<file path="src/sv/multi_mode_axis_reducer_top_macros.svh">
// ----------------------------------------------------------------------------
// multi_mode_axis_reducer_top_macros
// Assertion macros shared by the reducer RTL.
// ----------------------------------------------------------------------------
`ifndef MULTI_MODE_AXIS_REDUCER_TOP_MACROS_SVH
`define MULTI_MODE_AXIS_REDUCER_TOP_MACROS_SVH

// same-cycle implication, checked outside reset
`define MMAR_ASSERT_IMPL(label, ante, cons, msg) \
    label: assert property (@(posedge aclk) disable iff (!aresetn) (ante) |-> (cons)) \
        else $error(msg);

// next-cycle implication, checked outside reset
`define MMAR_ASSERT_NEXT(label, ante, cons, msg) \
    label: assert property (@(posedge aclk) disable iff (!aresetn) (ante) |=> (cons)) \
        else $error(msg);

`endif

</file>
<file path="src/sv/mmar_pkg.sv">
// ----------------------------------------------------------------------------
// mmar_pkg
// Types and constants of the multi-mode axis reducer.
// ----------------------------------------------------------------------------
package mmar_pkg;

    localparam int DATA_WIDTH     = 32;
    localparam int MAX_INNER_DEF  = 1024;
    localparam int MODE_W         = 3;
    localparam int RLEN_W         = 16;
    localparam int ILEN_W         = 11;
    localparam int CFG_AW         = 2;
    localparam int CFG_DW         = 16;

    localparam logic [MODE_W-1:0] MODE_SUM  = 3'd0;
    localparam logic [MODE_W-1:0] MODE_SSQ  = 3'd1;
    localparam logic [MODE_W-1:0] MODE_PROD = 3'd2;
    localparam logic [MODE_W-1:0] MODE_MIN  = 3'd3;
    localparam logic [MODE_W-1:0] MODE_MAX  = 3'd4;
    localparam logic [MODE_W-1:0] MODE_MEAN = 3'd5;

    localparam logic [CFG_AW-1:0] REG_MODE       = 2'd0;
    localparam logic [CFG_AW-1:0] REG_REDUCE_LEN = 2'd1;
    localparam logic [CFG_AW-1:0] REG_INNER_LEN  = 2'd2;

    typedef struct packed {
        logic                  valid;
        logic [DATA_WIDTH-1:0] dividend;
        logic [RLEN_W-1:0]     divisor;
        logic                  last;
    } mmar_div_req_t;

    typedef struct packed {
        logic                  busy;
        logic                  valid;
        logic [DATA_WIDTH-1:0] quotient;
        logic                  last;
    } mmar_div_rsp_t;

endpackage

</file>
<file path="src/sv/mmar_div.sv">
// ----------------------------------------------------------------------------
// mmar_div
// Signed by unsigned restoring divider, one quotient bit per cycle.
// ----------------------------------------------------------------------------
module mmar_div
    import mmar_pkg::*;
(
    input  logic          aclk,
    input  logic          aresetn,
    input  mmar_div_req_t req,
    input  logic          ack,
    output mmar_div_rsp_t rsp
);

    localparam int CNT_W = $clog2(DATA_WIDTH);

    logic                  run_reg, run_next;
    logic                  done_reg, done_next;
    logic [CNT_W-1:0]      cnt_reg, cnt_next;
    logic [RLEN_W-1:0]     rem_reg, rem_next;
    logic [DATA_WIDTH-1:0] quo_reg, quo_next;
    logic [RLEN_W-1:0]     dvs_reg, dvs_next;
    logic                  neg_reg, neg_next;
    logic                  last_reg, last_next;
    logic [RLEN_W:0]       trial;
    logic                  fits;

    assign trial = {rem_reg, quo_reg[DATA_WIDTH-1]};
    assign fits  = trial >= {1'b0, dvs_reg};

    always_comb begin
        run_next  = run_reg;
        done_next = done_reg;
        cnt_next  = cnt_reg;
        rem_next  = rem_reg;
        quo_next  = quo_reg;
        dvs_next  = dvs_reg;
        neg_next  = neg_reg;
        last_next = last_reg;
        if (done_reg && ack) begin
            done_next = 1'b0;
        end
        if (req.valid) begin
            run_next  = 1'b1;
            cnt_next  = '0;
            rem_next  = '0;
            neg_next  = req.dividend[DATA_WIDTH-1];
            quo_next  = req.dividend[DATA_WIDTH-1] ? (~req.dividend + 1'b1) : req.dividend;
            dvs_next  = req.divisor;
            last_next = req.last;
        end else if (run_reg) begin
            rem_next = fits ? RLEN_W'(trial - {1'b0, dvs_reg}) : trial[RLEN_W-1:0];
            quo_next = {quo_reg[DATA_WIDTH-2:0], fits};
            cnt_next = cnt_reg + 1'b1;
            if (cnt_reg == CNT_W'(DATA_WIDTH - 1)) begin
                run_next  = 1'b0;
                done_next = 1'b1;
            end
        end
    end

    always_ff @(posedge aclk) begin
        if (!aresetn) begin
            run_reg  <= 1'b0;
            done_reg <= 1'b0;
            cnt_reg  <= '0;
        end else begin
            run_reg  <= run_next;
            done_reg <= done_next;
            cnt_reg  <= cnt_next;
        end
    end

    always_ff @(posedge aclk) begin
        rem_reg  <= rem_next;
        quo_reg  <= quo_next;
        dvs_reg  <= dvs_next;
        neg_reg  <= neg_next;
        last_reg <= last_next;
    end

    assign rsp.busy     = run_reg || done_reg;
    assign rsp.valid    = done_reg;
    assign rsp.quotient = neg_reg ? (~quo_reg + 1'b1) : quo_reg;
    assign rsp.last     = last_reg;

endmodule

</file>
<file path="config.mk">
export PLATFORM = sky130hd
export DESIGN_NAME = mmar_div
export DESIGN_NICKNAME = d
export VERILOG_FILES = /design/src/sv/multi_mode_axis_reducer_top_macros.svh /design/src/sv/mmar_pkg.sv /design/src/sv/mmar_div.sv
export SDC_FILE = /design/constraint.sdc
export NUM_CORES = 1
export LEC_CHECK = 0
export BUFFER_PORTS_ARGS = -buffer_cell sky130_fd_sc_hd__buf_2
export CAP_MARGIN = 20
export CORE_ASPECT_RATIO = 0.8
export CORE_MARGIN = 8
export CORE_UTILIZATION = 40
export CTS_CLUSTER_SIZE = 14
export DETAILED_ROUTE_END_ITERATION = 8
export PLACE_DENSITY = 0.64
export SLEW_MARGIN = 20
export SYNTH_ARGS = -nofsm -noshare
export SYNTH_HDL_FRONTEND = slang
export SYNTH_SLANG_ARGS = --single-unit
</file>
<file path="constraint.sdc">
create_clock -name aclk -period 4.4 [get_ports aclk]
set_input_delay 0 -clock aclk [delete_from_list [all_inputs] [get_ports aclk]]
set_output_delay 0 -clock aclk [all_outputs]
set_load 0.02 [all_outputs]
</file>
Word level (Yosys, flattened, before mapping)
Index checks and enable logic that the tools add are counted.
{"block": "totals", "in_bits": 53, "regBits": 73, "wordCells": 33, "out_inout_bits": 35}
{"block": "classes", "muxes": 12, "eq_ne": 1, "bitwise": 3, "n_addsub": 4, "reduce_logical": 4, "magnitude_cmp": 1}
{"operator": "32-bit 2-to-1 mux", "n": 4}
{"operator": "32-bit by 1-bit adder with 32-bit output (second input constant)", "n": 2}
{"operator": "32-bit NOT", "n": 2}
{"operator": "17-bit by 16-bit greater-or-equal comparator with 1-bit output", "n": 1}
{"operator": "16-bit 2-to-1 mux", "n": 1}
{"operator": "16-bit subtractor", "n": 1}
{"operator": "1-bit 2-to-1 mux", "n": 7}
{"operator": "5-bit by 1-bit adder with 5-bit output (second input constant)", "n": 1}
{"operator": "5-bit equality test (second input constant)", "n": 1}
{"operator": "2-bit nonzero test", "n": 1}
{"operator": "2-bit OR reduction", "n": 1}
{"operator": "1-bit logical AND", "n": 1}
{"operator": "1-bit logical OR", "n": 1}
{"operator": "1-bit NOT", "n": 1}

Logic depth before layout (Yosys ltp)
Gate-level depths: netlist (run 1).
{"block": "depth", "word_depth": 5, "depth_mapped": 11, "ltp_nobuf": 10}

Worst setup path after synthesis (run 1)
No wires, ideal clock.
{"block": "synth_timing", "path_kind": "input-to-reg", "startpoint": "input port req[25] (netlist name)", "endpoint": "register quo_reg[25], data pin", "arrival_time_ps": 2402, "path_slack_ps": 1727, "t_required_ps": 4130, "stages": 7, "setup_time_ps": 270, "path_buffers": 0, "cell_sequence": "or4_4 -> or4_4 -> or4_4 -> or4_4 -> o31ai_4 -> xor2_1 -> a21oi_1"}
{"block": "synth_via", "elab_chain_len": 4}
{"element": "from (decl)", "line_no": "mmar_div.sv:10", "text": "input mmar_div_req_t req,"}
{"element": "32-bit NOT", "line_no": "mmar_div.sv:48", "text": "quo_next = req.dividend[DATA_WIDTH-1] ? (~req.dividend + 1'b1) : req.dividend;"}
{"element": "32-bit by 1-bit adder with 32-bit output", "line_no": "mmar_div.sv:48"}
{"element": "32-bit 2-to-1 mux", "line_no": "mmar_div.sv:48"}
{"element": "32-bit 2-to-1 mux", "line_no": "mmar_div.sv:43", "text": "if (req.valid) begin"}
{"element": "net quo_next[25]", "line_no": "mmar_div.sv:21", "text": "logic [DATA_WIDTH-1:0] quo_reg, quo_next;"}
{"element": "to (signal assigned)", "line_no": "mmar_div.sv:76", "text": "quo_reg <= quo_next;"}
{"element": "to (decl)", "line_no": "mmar_div.sv:21"}
The timed path passes the listed nets, and every way through them passes these cells.
A chain may end at the register's enable or synchronous reset.

==> results of run 1 <==
==> logic make-up (layout without fill, tap and decap cells) <==
kind of cell	after synthesis	count (layout)
and+or+nand+nor	169	169
muxes	15	15
buffers and inverters	49	153
DFF	73	73
AOI/OAI and AO/OA	130	130
xor gates and xnor gates	74	74
adders and majority gates	21	21
==> area by class of cell <==
| type | count | share of cell area (%) |
|---|---|---|
| clock buffer | 10 | 4.21 |
| timing repair buffer | 110 | 11.0 |
| tap | 152 | 3.20 |
| clock inverter | 6 | 0.799 |
| multi-input combinational | 409 | 46.1 |
| sequential | 73 | 33.0 |
| inverter | 27 | 1.70 |
==> cell usage in the layout, fill, tap and decap left out, types with 19 or more instances in the layout <==
| cell | netlist | layout |
|---|---|---|
| buf_2 | 0 | 87 |
| nor2_1 | 56 | 56 |
| edfxtp_1 | 50 | 50 |
| nand2_1 | 44 | 44 |
| xnor2_1 | 43 | 43 |
| a21oi_1 | 38 | 38 |
| o21ai_0 | 33 | 33 |
| xor2_1 | 31 | 31 |
| inv_1 | 27 | 27 |
| dfxtp_1 | 23 | 23 |
| ha_1 | 20 | 20 |
| dlygate4sd3_1 | 0 | 19 |
==> worst max path at each step <==
| stage | from | endpoint | slack [ns] |
|---|---|---|---|
| final | quo_reg[5] | rsp[31] | 1.03 |
| after detailed placement | quo_reg[5] | rsp[31] | 1.40 |
| after floorplan | req[25] | quo_reg[25] | 1.73 |
| after global routing | quo_reg[4] | rsp[32] | 0.84 |
| after CTS | quo_reg[5] | rsp[31] | 1.04 |
| after global placement | req[25] | quo_reg[26] | 1.49 |
==> tightest hold or removal path: stages <==
cell,delay [ns]
buf_2,0.13
nand2_1,0.05
o21ai_0,0.06
==> power breakdown <==
part           switching [mW]  internal, mW  leakage (nW)
logic                   0.286         0.206          1.53
registers              0.0637         0.803         0.679
clock network           0.302         0.421         0.141
total                   0.652          1.43          2.35
==> per-layer routing <==
metal / part of all wire [%] / wire, um / GRT usage, % / up-vias
met5: 0 / 0 / 0 / -
met4: 1.5 / 181 / 5.84 / 0
met3: 4.4 / 541 / 3.03 / 13
met2: 43 / 5270 / 24.2 / 103
met1: 51 / 6320 / 20.9 / 1944
li1: - / - / - / 2110
==> through the flow <==
stage,area [um2],hold slack [ns]
floorplan,4900,0.0989
global placement,5460,0.176
detailed placement,5460,0.178
CTS,5950,0.0161
global route,5950,0.0777
finish,5950,0.0164
==> repair_timing <==
item,CTS,global route
gates resized for setup,0,0
hold buffers,19,0
endpoints found under the hold margin,19,0
==> flow_summary_export.csv, run 1 <==
group,metric,value,unit
synthesis,syn_area,4900,um2
synthesis,synth_xor_area_share,13.2,%
die,die_area,16100,um2
synthesis,synth_fa_ha_area_share,5.52,%
clock_tree,post_cts_buffers,0,
sta,fin_skew,0.00728,ns
setup_path,crit_arrival,3.37,ns
sta,fmax,0.297,GHz
power_and_ir_drop,power_density,350,nW/um2
setup_path,cp.required,4.40,ns
setup_path,regToRegSetupSlack,1.43,ns
sta,finalWorstSetupSlack,1.03,ns
setup_path,crit_fanout,4,
sta,final-hold-violation-count,0,
detailed_routing,vias,4170,
clock_tree,clock-sinks,73,
synthesis,synth_compound_area_share,17.0,%
setup_path,cp_slowest_cell,"or4_1",
run_status,status,"finished, final reports clean",
setup_path,r2r-end,"rem_reg[0]",
die,start_util,40.6,%
sta,worst_slew_pin_slew,0.962,ns
synthesis,ys_top_cells_by_area,"edfxtp_1 31%, dfxtp_1 9.4%, xnor2_1 7.7%",
setup_path,crit_cells,8,
detailed_routing,drt_iter0_drc,302,
synthesis,async_flop_share,0,%
sta,setup-tns-final,0,ns
finish,seq_area,1960,um2
synthesis,ys_seq_area_share,40.0,%
synthesis,synth-edff-count,50,
synthesis,synth_cells,531,
detailed_routing,drc,0,
synthesis,synth_commonest_cells,"56 x nor2_1, 50 x edfxtp_1, 44 x nand2_1, 43 x xnor2_1, 38 x a21oi_1",
setup_path,r2r_start,"dvs_reg[12]",
sta,timing.final.crit_share,76.6,%
die,num_io_pins,88,
setup_path,critPathLaunchType,"flip-flop",
setup_path,crit_buf_inv,1,
setup_path,endpoint_kind,"output port",
synthesis,yosysWarnings,0,
finish,diodes,0,
finish,largest_register_ffs,32,
die,core,12100,um2
clock_tree,cts_buffers,9,
clock_tree,clk_pin_slew,0.06,ns
power_and_ir_drop,irDropWorstVdd,0.178,mV
sta,slew_violations,0,
finish,syn2layout_area_growth,21.4,%
detailed_routing,avgViaCountPerCell,5.30,
setup_path,cp_cell_sequence,"nor4_1 -> nand2_1 -> or4_1 -> or2_2 -> or3_1 -> o31ai_1 -> xnor2_1 -> buf_2",
placed_design,port_buffers,87,
setup_path,crit_path_max_incr_delay,0.58,ns
grt,grt_max_degree,51,
die,die_w,140,um
grt,grt_pass1_wl,20.2,mm
detailed_routing,ant_nets,0,
grt,antenna_found_initial,0,
finish,fin_cells,787,
detailed_routing,wl_per_cell,15.6,um
placed_design,dp_slack,1.40,ns
finish,nNetsFinal,704,
detailed_routing,wirelength,12.3,mm
sta,setup_viol,0,
synthesis,synth_mux_area_share,3.14,%
sta,slew_headroom,35.8,%
job,maxCapViolCount,0,
detailed_routing,drtPass1Iterations,4,
synthesis,yosysTopAreaCellShare,30.6,%
synthesis,synth_area_leader_cell,"edfxtp_1",
hold_path,hp-start,"req[17]",
setup_path,reg2reg_depth,9,
grt,overflow,0,
setup_path,crit_type,"reg2out",
synthesis,synth_top_family_by_area,"simple AND/OR/NAND/NOR gates",
clock_tree,clk_latency,0.34,ns
hold_path,hold_depth,3,
finish,nFillCells,1158,
synthesis,ys_seq_elements,73,
power_and_ir_drop,p_leak,2.35,nW
die,die_h,115,um
hold_path,hold_path_end,"quo_reg[0]",
sta,rsz0062_at_grt,"no",
clock_tree,root_buffer,"clkbuf_16",
grt,first_global_vias,4103,
synthesis,synthFlopType,"edfxtp_1",
setup_path,cp_top_family,"simple AND/OR/NAND/NOR gates",
grt,grt_usage,15.5,%
hold_path,hold_path_class,"in2reg",
placed_design,dp_hpwl,9.28,mm
synthesis,yosys.area_share.simple,17.1,%
clock_tree,tritoncts,"done",
die,num_rows,36,
synthesis,syn-mean-instance-area,9.23,um2
power_and_ir_drop,power.total,2.08,mW
synthesis,post-synth-top-count-cell,"nor2_1",
clock_tree,h-tree-depth,3,
finish,postLayoutCoreUtil,49.3,%
clock_tree,clock_path_buffers,2,
sta,post-route-min-period,3.37,ns
finish,drive_above_1_share,19.7,%
synthesis,synth_cell_types,52,
finish,multi_input_area,2740,um2
synthesis,synthesis.nets,605,
placed_design,gp_congestion,0.869,
placed_design,post-place-cells,752,
Note: power is estimated with default switching activity, not from simulation.
==> run 2, diff against run 1 <==
- PLACE_DENSITY: 0.64 -> 0.67
- clock period: 4.4 -> 2.8 ns (I/O delays scaled with it)
==> run 2 against run 1 <==
Effect of this change: the run now ends with negative setup slack left; setup slack worse by 1.1 ns; worst hold slack better by 0.055 ns; clock skew about the same; via count up 5.2%; register-to-register slack worse by 1.2 ns; design area up 6.6%; routed wire length up 6.8%; combinational power up 75%; final cell count up 3.8%.
==> flow_summary_export.csv, run 2 (synthesis results as in run 1) <==
group,metric,value,unit
sta,rsz0062_at_grt,"yes",
detailed_routing,drtPass1Iterations,5,
finish,largest_register_ffs,32,
clock_tree,clock_path_buffers,2,
hold_path,hold_depth,3,
finish,syn2layout_area_growth,29.5,%
finish,drive_above_1_share,25.3,%
hold_path,hp-start,"req[35]",
run_status,violations,"negative setup slack",
finish,nFillCells,1114,
setup_path,r2r_start,"quo_reg[31]",
grt,first_global_vias,4402,
setup_path,endpoint_kind,"output port",
grt,grt_pass1_wl,21.3,mm
sta,slew_violations,0,
setup_path,reg2reg_depth,10,
sta,slew_headroom,45.9,%
sta,final-hold-violation-count,0,
grt,overflow,0,
die,num_io_pins,88,
grt,grt_usage,16.5,%
hold_path,hold_path_class,"in2reg",
sta,post-route-min-period,2.91,ns
detailed_routing,wl_per_cell,16.1,um
die,core,12100,um2
sta,worst_slew_pin_slew,0.809,ns
clock_tree,clk_pin_slew,0.06,ns
die,die_h,115,um
placed_design,port_buffers,87,
clock_tree,clk_latency,0.34,ns
detailed_routing,drc,0,
setup_path,critPathLaunchType,"flip-flop",
sta,fmax,0.343,GHz
power_and_ir_drop,power_density,515,nW/um2
finish,nNetsFinal,733,
placed_design,gp_congestion,0.895,
detailed_routing,wirelength,13.2,mm
placed_design,dp_hpwl,9.72,mm
die,die_area,16100,um2
detailed_routing,avgViaCountPerCell,5.37,
power_and_ir_drop,p_leak,2.53,nW
setup_path,crit_arrival,2.91,ns
job,maxCapViolCount,0,
placed_design,post-place-cells,777,
finish,fin_area,6340,um2
setup_path,crit_type,"reg2out",
sta,setup_viol,4,
power_and_ir_drop,irDropWorstVdd,0.321,mV
sta,timing.final.crit_share,104,%
hold_path,hold_path_end,"quo_reg[18]",
run_status,status,"finished, violations left",
clock_tree,tritoncts,"done",
setup_path,cp.required,2.80,ns
sta,finalWorstSetupSlack,-0.112,ns
setup_path,crit_fanout,3,
setup_path,regToRegSetupSlack,0.26,ns
sta,fin_skew,0.00698,ns
grt,grt_max_degree,66,
finish,final_cell_mix,"79 x buf_2, 56 x nor2_1, 50 x edfxtp_1, 43 x nand2_1, 41 x xnor2_1",
detailed_routing,drt_iter0_drc,368,
detailed_routing,ant_nets,0,
finish,layout_commonest_cell,"buf_2",
die,num_rows,36,
clock_tree,clock-sinks,73,
placed_design,post_dp_cell_area,5660,um2
detailed_routing,vias,4387,
clock_tree,root_buffer,"clkbuf_16",
die,die_w,140,um
die,start_util,40.6,%
setup_path,r2r-end,"rem_reg[5]",
clock_tree,cts_buffers,9,
finish,fin_cells,817,
grt,antenna_found_initial,1,
clock_tree,h-tree-depth,3,
-- run 2: cell types whose count changed in the layout (fill, tap and decap cells not counted), moves of 3 or more --
cell / previous run / this run
or3_4: 0 / 3
buf_4: 4 / 38
or3_1: 11 / 8
o31ai_1: 17 / 12
buf_2: 87 / 79
o31ai_4: 1 / 4
-- run 2: through the flow --
stage | setup WS, ns | power [mW] | utilization (%) | hold WS [ns] | setup TNS [ns]
2_1_floorplan | 0.127 | 1.88 | - | 0.0989 | 0
3_3_place_gp | -0.0247 | 2.14 | 46.9 | 0.176 | -0.0247
3_5_place_dp | -0.0702 | 2.17 | 46.9 | 0.178 | -0.218
4_1_cts | -0.147 | 3.27 | 51.6 | 0.0513 | -0.367
5_1_grt | -0.190 | 3.43 | 52.5 | 0.0660 | -0.680
6_report | -0.112 | 3.27 | 52.5 | 0.0717 | -0.220
-- run 2: layout make-up --
cell class	instances	area (um2)	area share, %
Inverter	27	101	1.60
Antenna cell	1	2.50	0.0394
Timing Repair Buffer	139	912	14.4
Clock inverter	5	31.3	0.493
Multi-Input combinational cell	409	2910	45.9
Clock buffer	11	233	3.67
Sequential cell	73	1960	30.9
Tap cell	152	190	3.00
-- run 2: layer usage --
| layer | track usage [%] | wire length [um] |
|---|---|---|
| met2 | 26.4 | 6100 |
| met4 | 7.14 | 322 |
| met5 | 0 | 0 |
| met1 | 21.3 | 6100 |
| met3 | 3.32 | 623 |
-- run 2: power by group --
group | internal (mW) | switching (mW)
logic | 0.377 | 0.485
registers | 1.26 | 0.101
clock network | 0.597 | 0.447
-- run 2: how the worst max path moves through the flow --
stage / cells past startpoint / slack (ns) / start / to
after floorplan: 7 / 0.13 / req[25] / quo_reg[25]
after global placement: 8 / -0.02 / req[25] / quo_reg[25]
after detailed placement: 8 / -0.07 / req[25] / quo_reg[25]
after CTS: 8 / -0.15 / quo_reg[2] / rsp[31]
after global routing: 9 / -0.19 / quo_reg[5] / rsp[32]
final: 8 / -0.11 / quo_reg[8] / rsp[32]
-- run 2: what timing repair did --
item,in CTS,in global routing
hold buffers,20,0
buffers inserted,1,2
setup endpoints to repair,11,15
endpoints found under the hold margin,20,0
pin swaps,4,10
resized for setup,23,15
-- run 2: worst max-delay path, cell delays in order, from the launching register on --
cell and delay [ns]:
edfxtp_1 0.39, or3_4 0.41, or4_4 0.52, or3_4 0.36, or2_4 0.26, o41ai_4 0.20, buf_4 0.18, xnor2_4 0.12
buf_6 0.14
